==> src/rtl/isort_pkg.sv <==
// Package for the insertion sorter: value type, cell command struct and state codes.
// No dependencies; every other file depends on it.
package isort_pkg;

  typedef logic signed [31:0] value_t;

  typedef struct packed {
    logic   ins;
    logic   shift;
    value_t value;
  } cell_cmd_t;

  localparam logic ST_FILL  = 1'b0;
  localparam logic ST_DRAIN = 1'b1;

endpackage

==> src/rtl/isort_cell.sv <==
// One cell of the sorting chain: holds a value and an occupied flag.
// Depends on isort_pkg; instantiated by insertion_sorter.
module isort_cell (
  input  logic                 clk,
  input  logic                 rst_n,
  input  isort_pkg::cell_cmd_t cmd,
  input  isort_pkg::value_t    left_val,
  input  logic                 left_gt,
  input  logic                 left_occ,
  input  isort_pkg::value_t    right_val,
  input  logic                 right_occ,
  output isort_pkg::value_t    val,
  output logic                 occ,
  output logic                 gt
);
  import isort_pkg::*;

  value_t val_r;
  value_t val_nxt;
  logic   occ_r;
  logic   occ_nxt;
  logic   take;

  // A held value greater than the new one moves up; the first empty cell also takes part.
  assign gt   = occ_r && (val_r > cmd.value);
  assign take = gt || (!occ_r && left_occ);

  always_comb begin
    val_nxt = val_r;
    occ_nxt = occ_r;
    if (cmd.ins && take) begin
      val_nxt = left_gt ? left_val : cmd.value;
      occ_nxt = 1'b1;
    end else if (cmd.shift) begin
      val_nxt = right_val;
      occ_nxt = right_occ;
    end
  end

  always_ff @(posedge clk) begin
    val_r <= val_nxt;
    if (!rst_n) begin
      occ_r <= 1'b0;
    end else begin
      occ_r <= occ_nxt;
    end
  end

  assign val = val_r;
  assign occ = occ_r;

endmodule

==> config.mk <==
export PLATFORM = sky130hd
export DESIGN_NAME = isort_cell
export DESIGN_NICKNAME = d
export VERILOG_FILES = /design/src/rtl/isort_pkg.sv /design/src/rtl/isort_cell.sv
export SDC_FILE = /design/constraint.sdc
export NUM_CORES = 1
export LEC_CHECK = 0
export BUFFER_PORTS_ARGS = -buffer_cell sky130_fd_sc_hd__clkbuf_2
export CAP_MARGIN = 25
export CELL_PAD_IN_SITES_DETAIL_PLACEMENT = 0
export CELL_PAD_IN_SITES_GLOBAL_PLACEMENT = 1
export CORE_MARGIN = 1.5
export CORE_UTILIZATION = 30
export DETAILED_ROUTE_END_ITERATION = 12
export HOLD_SLACK_MARGIN = 0.15
export PLACE_DENSITY_LB_ADDON = 0.1
export SLEW_MARGIN = 10
export SYNTH_ARGS = -nofsm -noshare
export SYNTH_HDL_FRONTEND = slang
export SYNTH_SLANG_ARGS = --single-unit
export TNS_END_PERCENT = 20
==> constraint.sdc <==
create_clock -name clk -period 3.1 [get_ports clk]
set_input_delay 0.31 -clock clk [delete_from_list [all_inputs] [get_ports clk]]
set_output_delay 0.31 -clock clk [all_outputs]
set_load 0.03 [all_outputs]
## Word level (Yosys, flattened, before mapping)

Index checks and enable logic that the tools add are counted.

| word-level totals | value |
|---|---|
| flip-flop bits (word level) | 33 |
| input port bits | 103 |
| output and inout bits | 34 |

| operators by class | value |
|---|---|
| $lt $le $gt $ge | 1 |
| muxes and demuxes | 5 |
| reductions and logical operators | 6 |

Operators with widths:

| kind | number |
|---|---|
| 32-bit 2-to-1 mux | 3 |
| 32-bit greater-than comparator | 1 |
| 1-bit logical AND | 3 |
| 1-bit 2-to-1 mux | 2 |
| 2-bit nonzero test | 1 |
| 1-bit logical NOT | 1 |
| 1-bit logical OR | 1 |

## Longest topological paths before layout

| logic depth | value |
|---|---|
| depth in word-level cells | 5 |
| mapped depth | 12 |

## Worst setup path before layout

Ideal clock, no wire load.

| timing | value |
|---|---|
| kind | register to register |
| from | register val_r[25] (netlist: val[25]) |
| to | register val_r[0] (netlist: val[0]), enable pin |
| arrival | 2.912 ns |
| data required time | 2.725 ns |
| slack | -0.187 ns |
| stages on the path, launching flop included | 12 |
| clock period less this slack | 3.287 ns |
| path through | edfxtp_1 ha_1 a21o_1 a221o_1 a221oi_1 o21ai_1 a21oi_1 xor2_1 a31o_1 buf_6 buf_12 or2_2 |

| between the ends | value |
|---|---|
| word-level cells in the longest chain between the ends | 5 |

RTL lines:

| element | line | RTL |
|---|---|---|
| start, declared | isort_cell.sv:18 | `value_t val_r;` |
| start signal, assigned | isort_cell.sv:41 | `val_r <= val_nxt;` |
| 32-bit greater-than comparator | isort_cell.sv:25 | `assign gt = occ_r && (val_r > cmd.value);` |
| 1-bit logical AND | isort_cell.sv:25 |  |
| 1-bit logical OR | isort_cell.sv:26 | `assign take = gt \|\| (!occ_r && left_occ);` |
| 1-bit logical AND | isort_cell.sv:31 | `if (cmd.ins && take) begin` |
| 2-bit nonzero test (no line) | n/a |  |

No other way between the ends.
A chain may end at the register's enable or synchronous reset.

## Final worst setup path

| timing | value |
|---|---|
| from | register val_r[25] (netlist: val[25]) |
| to | register val_r[12] (netlist: val[12]), data pin |

| between the ends | value |
|---|---|
| word-level cells in the longest chain between the ends | 5 |

RTL lines:

| element | line | RTL |
|---|---|---|
| 32-bit greater-than comparator | isort_cell.sv:25 |  |
| 1-bit logical AND | isort_cell.sv:25 |  |
| 1-bit logical OR | isort_cell.sv:26 |  |
| 1-bit logical AND | isort_cell.sv:31 |  |
| 32-bit 2-to-1 mux | isort_cell.sv:31 |  |
| via val_nxt[12] | isort_cell.sv:19 | `value_t val_nxt;` |

The timed path passes the listed nets, and every way through them passes these cells.

==> impl_metrics.ini <==
[global_routing]
grt.total_usage_pct = 15.0
grt_remaining_overflow = 0
grt_first_pass_wirelength_mm = 11.4
grt_pass1_vias = 2308
antenna_found_initial = 0
grt_max_degree = 34

[logic_synthesis]
synth_top_flop_cell = edfxtp_1
async_flop_share_pct = 0
ys_warn_count = 0
ys_seq_area_share_pct = 36.6
synth-seq-cells = 33
netlist_area_sq_um = 2680
synth_top_area_share_pct = 35.9
yosysUniqueCellTypes = 31
synth-edff-count = 32
synthCells = 259
synth.area.top_cells = edfxtp_1 (36%), mux2_4 (16%), ha_1 (15%)
yosysTopAreaCell = edfxtp_1
synth_nets = 394
synth_area_per_cell_sq_um = 10.3

[cts]
cts_root_buf = clkbuf_8
cts.sinks = 33
clockBufferDepth = 2
clock_latency_ns = 0.29
clk_pin_slew_ns = 0.07
ctsHtreeMaxLevel = 2
cts_buffers = 5
cts_tree = done

[drt]
initialDrtViolationCount = 73
antenna_left = 0
drc = 0
finalWirelength_mm = 7.51
vias_per_cell = 4.67
dr.pass1.iters = 4
wl_per_cell_um = 14.7
dr_total_vias = 2383

[pwr]
p_sw_w = 0.000569
vdd_drop_max_mv = 0.166
comb_power_share_pct = 41.4
switching_share_pct = 34.9
pwr-share-seq_pct = 37.2
p_leak_nw = 1.91
pwr_density_cell_nw_per_um2 = 437
p_int_w = 0.00106
share_clk_of_total_power_pct = 21.4

[timing]
finalHoldViolations = 0
finalCriticalPeriod_ns = 3.00
timing.fmax_ghz = 0.334
tightestPinTransition_ns = 0.602
layout_setup_ws_ns = 0.104
timing.final.crit_share_pct = 96.6
clock-skew-final_ns = 0.00535
max_slew_margin_pct = 59.9
finalSetupViolCount = 0
drv_slew = 0

[setup_path]
worstSetupPathType = reg -> reg
crit_fanout = 8
path_cells = ha_4, a21o_1, a221o_1, a221oi_2, o21ai_1, a21oi_1, xor2_1, a31o_4, clkbuf_16, mux2_4
critPathBufInv = 1
cp.required_ns = 3.14
cp.arrival_ns = 3.04
crit_path_top_delay_cell = edfxtp_1
cp-end-kind = flip-flop
critPathLaunchType = flip-flop
cp_slowest_stage_delay_ns = 0.45
cp_top_family = compound AO/OA/AOI/OAI gates

[finish]
final_cell_mix = clkbuf_2 (136), nand2_1 (39), o21ai_0 (34)
n_fill_cell = 906
final_area_sq_um = 3730
drive_gt1_share_pct = 48.0
final_common_cell = clkbuf_2
n_antenna_cell = 0
final_core_util_pct = 42.9
syn2layout_area_growth_pct = 39.1
nNetsFinal = 536

[die]
chipWidth_um = 97.5
core-area_sq_um = 8680
io_pins = 137
die-height_um = 97.5
dieArea_sq_um = 9510
rows = 34
floorplan.initialDensity_pct = 30.9

[placement]
placed_area_sq_um = 3510
gp_congestion = 0.767
dp_hpwl_mm = 5.91
port_buffers = 136
dpl_worst_slack_ns = 0.0527

[outcome]
status = finished clean

[flow_run]
maxCapViolCount = 0

[worst_hold_path]
worstHoldPathType = in -> reg
[worst paths after layout]
path / start / end / slack, ns / depth (start not counted)
hold reg to reg: occ / occ / 0.68 / 2
setup / recovery: val[25] / val[12] / 0.10 / 10
setup reg to reg: val[25] / val[12] / 0.10 / 10
hold / removal: rst_n / occ / 0.26 / 2
[per-layer routing]
metal | vias to the layer above | wire [um] | part of all wire (%) | track usage [%]
met1 | 1074 | 3590 | 48 | 20.8
met5 | - | 0 | 0 | 0
met4 | 0 | 122 | 1.6 | 3.74
met3 | 10 | 626 | 8.3 | 5.32
met2 | 91 | 3170 | 42 | 22.4
li1 | 1208 | - | - | -
[final cells by class]
type	count	area (sq um)	area share [%]
tap	108	135	3.63
clock buffer	8	90.1	2.42
timing repair buffer	146	871	23.4
sequential	33	981	26.3
multi-input combinational	182	1530	40.9
inverter	33	124	3.32
[registers in the layout (all words and copies together), names as in the netlist]
register,cells
occ,1
val,32
[cell families after synthesis]
family                     share of synthesized area [%]
muxes                                               18.2
DFF                                                 36.6
buffers and inverters                               8.27
adders and majority gates                           14.9
xor gates and xnor gates                           0.327
and+or+nand+nor                                     9.48
AOI/OAI and AO/OA                                   12.1
[synth_stat cells, drive strengths merged (2+ instances only)]
library cell   n
nor2           2
nand2         39
nor4           2
nand4          6
buf            4
o21ai         35
nand3          3
a21oi         13
mux2          34
a221oi         2
inv           33
edfxtp        32
and2           2
o211ai         2
ha            32
clkbuf         7
[through the flow]
step / power [W] / std cells / hold WS [ns] / setup TNS [ns]
after floorplan: 0.00104 / 259 / 0.427 / 0
after global placement: 0.00125 / 498 / 0.540 / 0
after detailed placement: 0.00125 / 498 / 0.555 / 0
after CTS: 0.00160 / 506 / 0.253 / 0
after global routing: 0.00173 / 510 / 0.251 / -0.579
final: 0.00163 / 510 / 0.255 / 0
[repair_timing]
item	4_1_cts	5_1_grt
setup endpoints to repair	0	33
resized for setup	0	5
buffers inserted	0	1
hold buffers	0	0
[power by group through the flow]
stage | registers (W) | clock network (W) | logic [W]
floorplan | 0.000723 | 0 | 0.000317
global placement | 0.000616 | 0 | 0.000631
detailed placement | 0.000616 | 0 | 0.000633
CTS | 0.000606 | 0.000360 | 0.000636
global route | 0.000616 | 0.000371 | 0.000739
finish | 0.000606 | 0.000348 | 0.000675
Power figures use the tool's default switching activity.
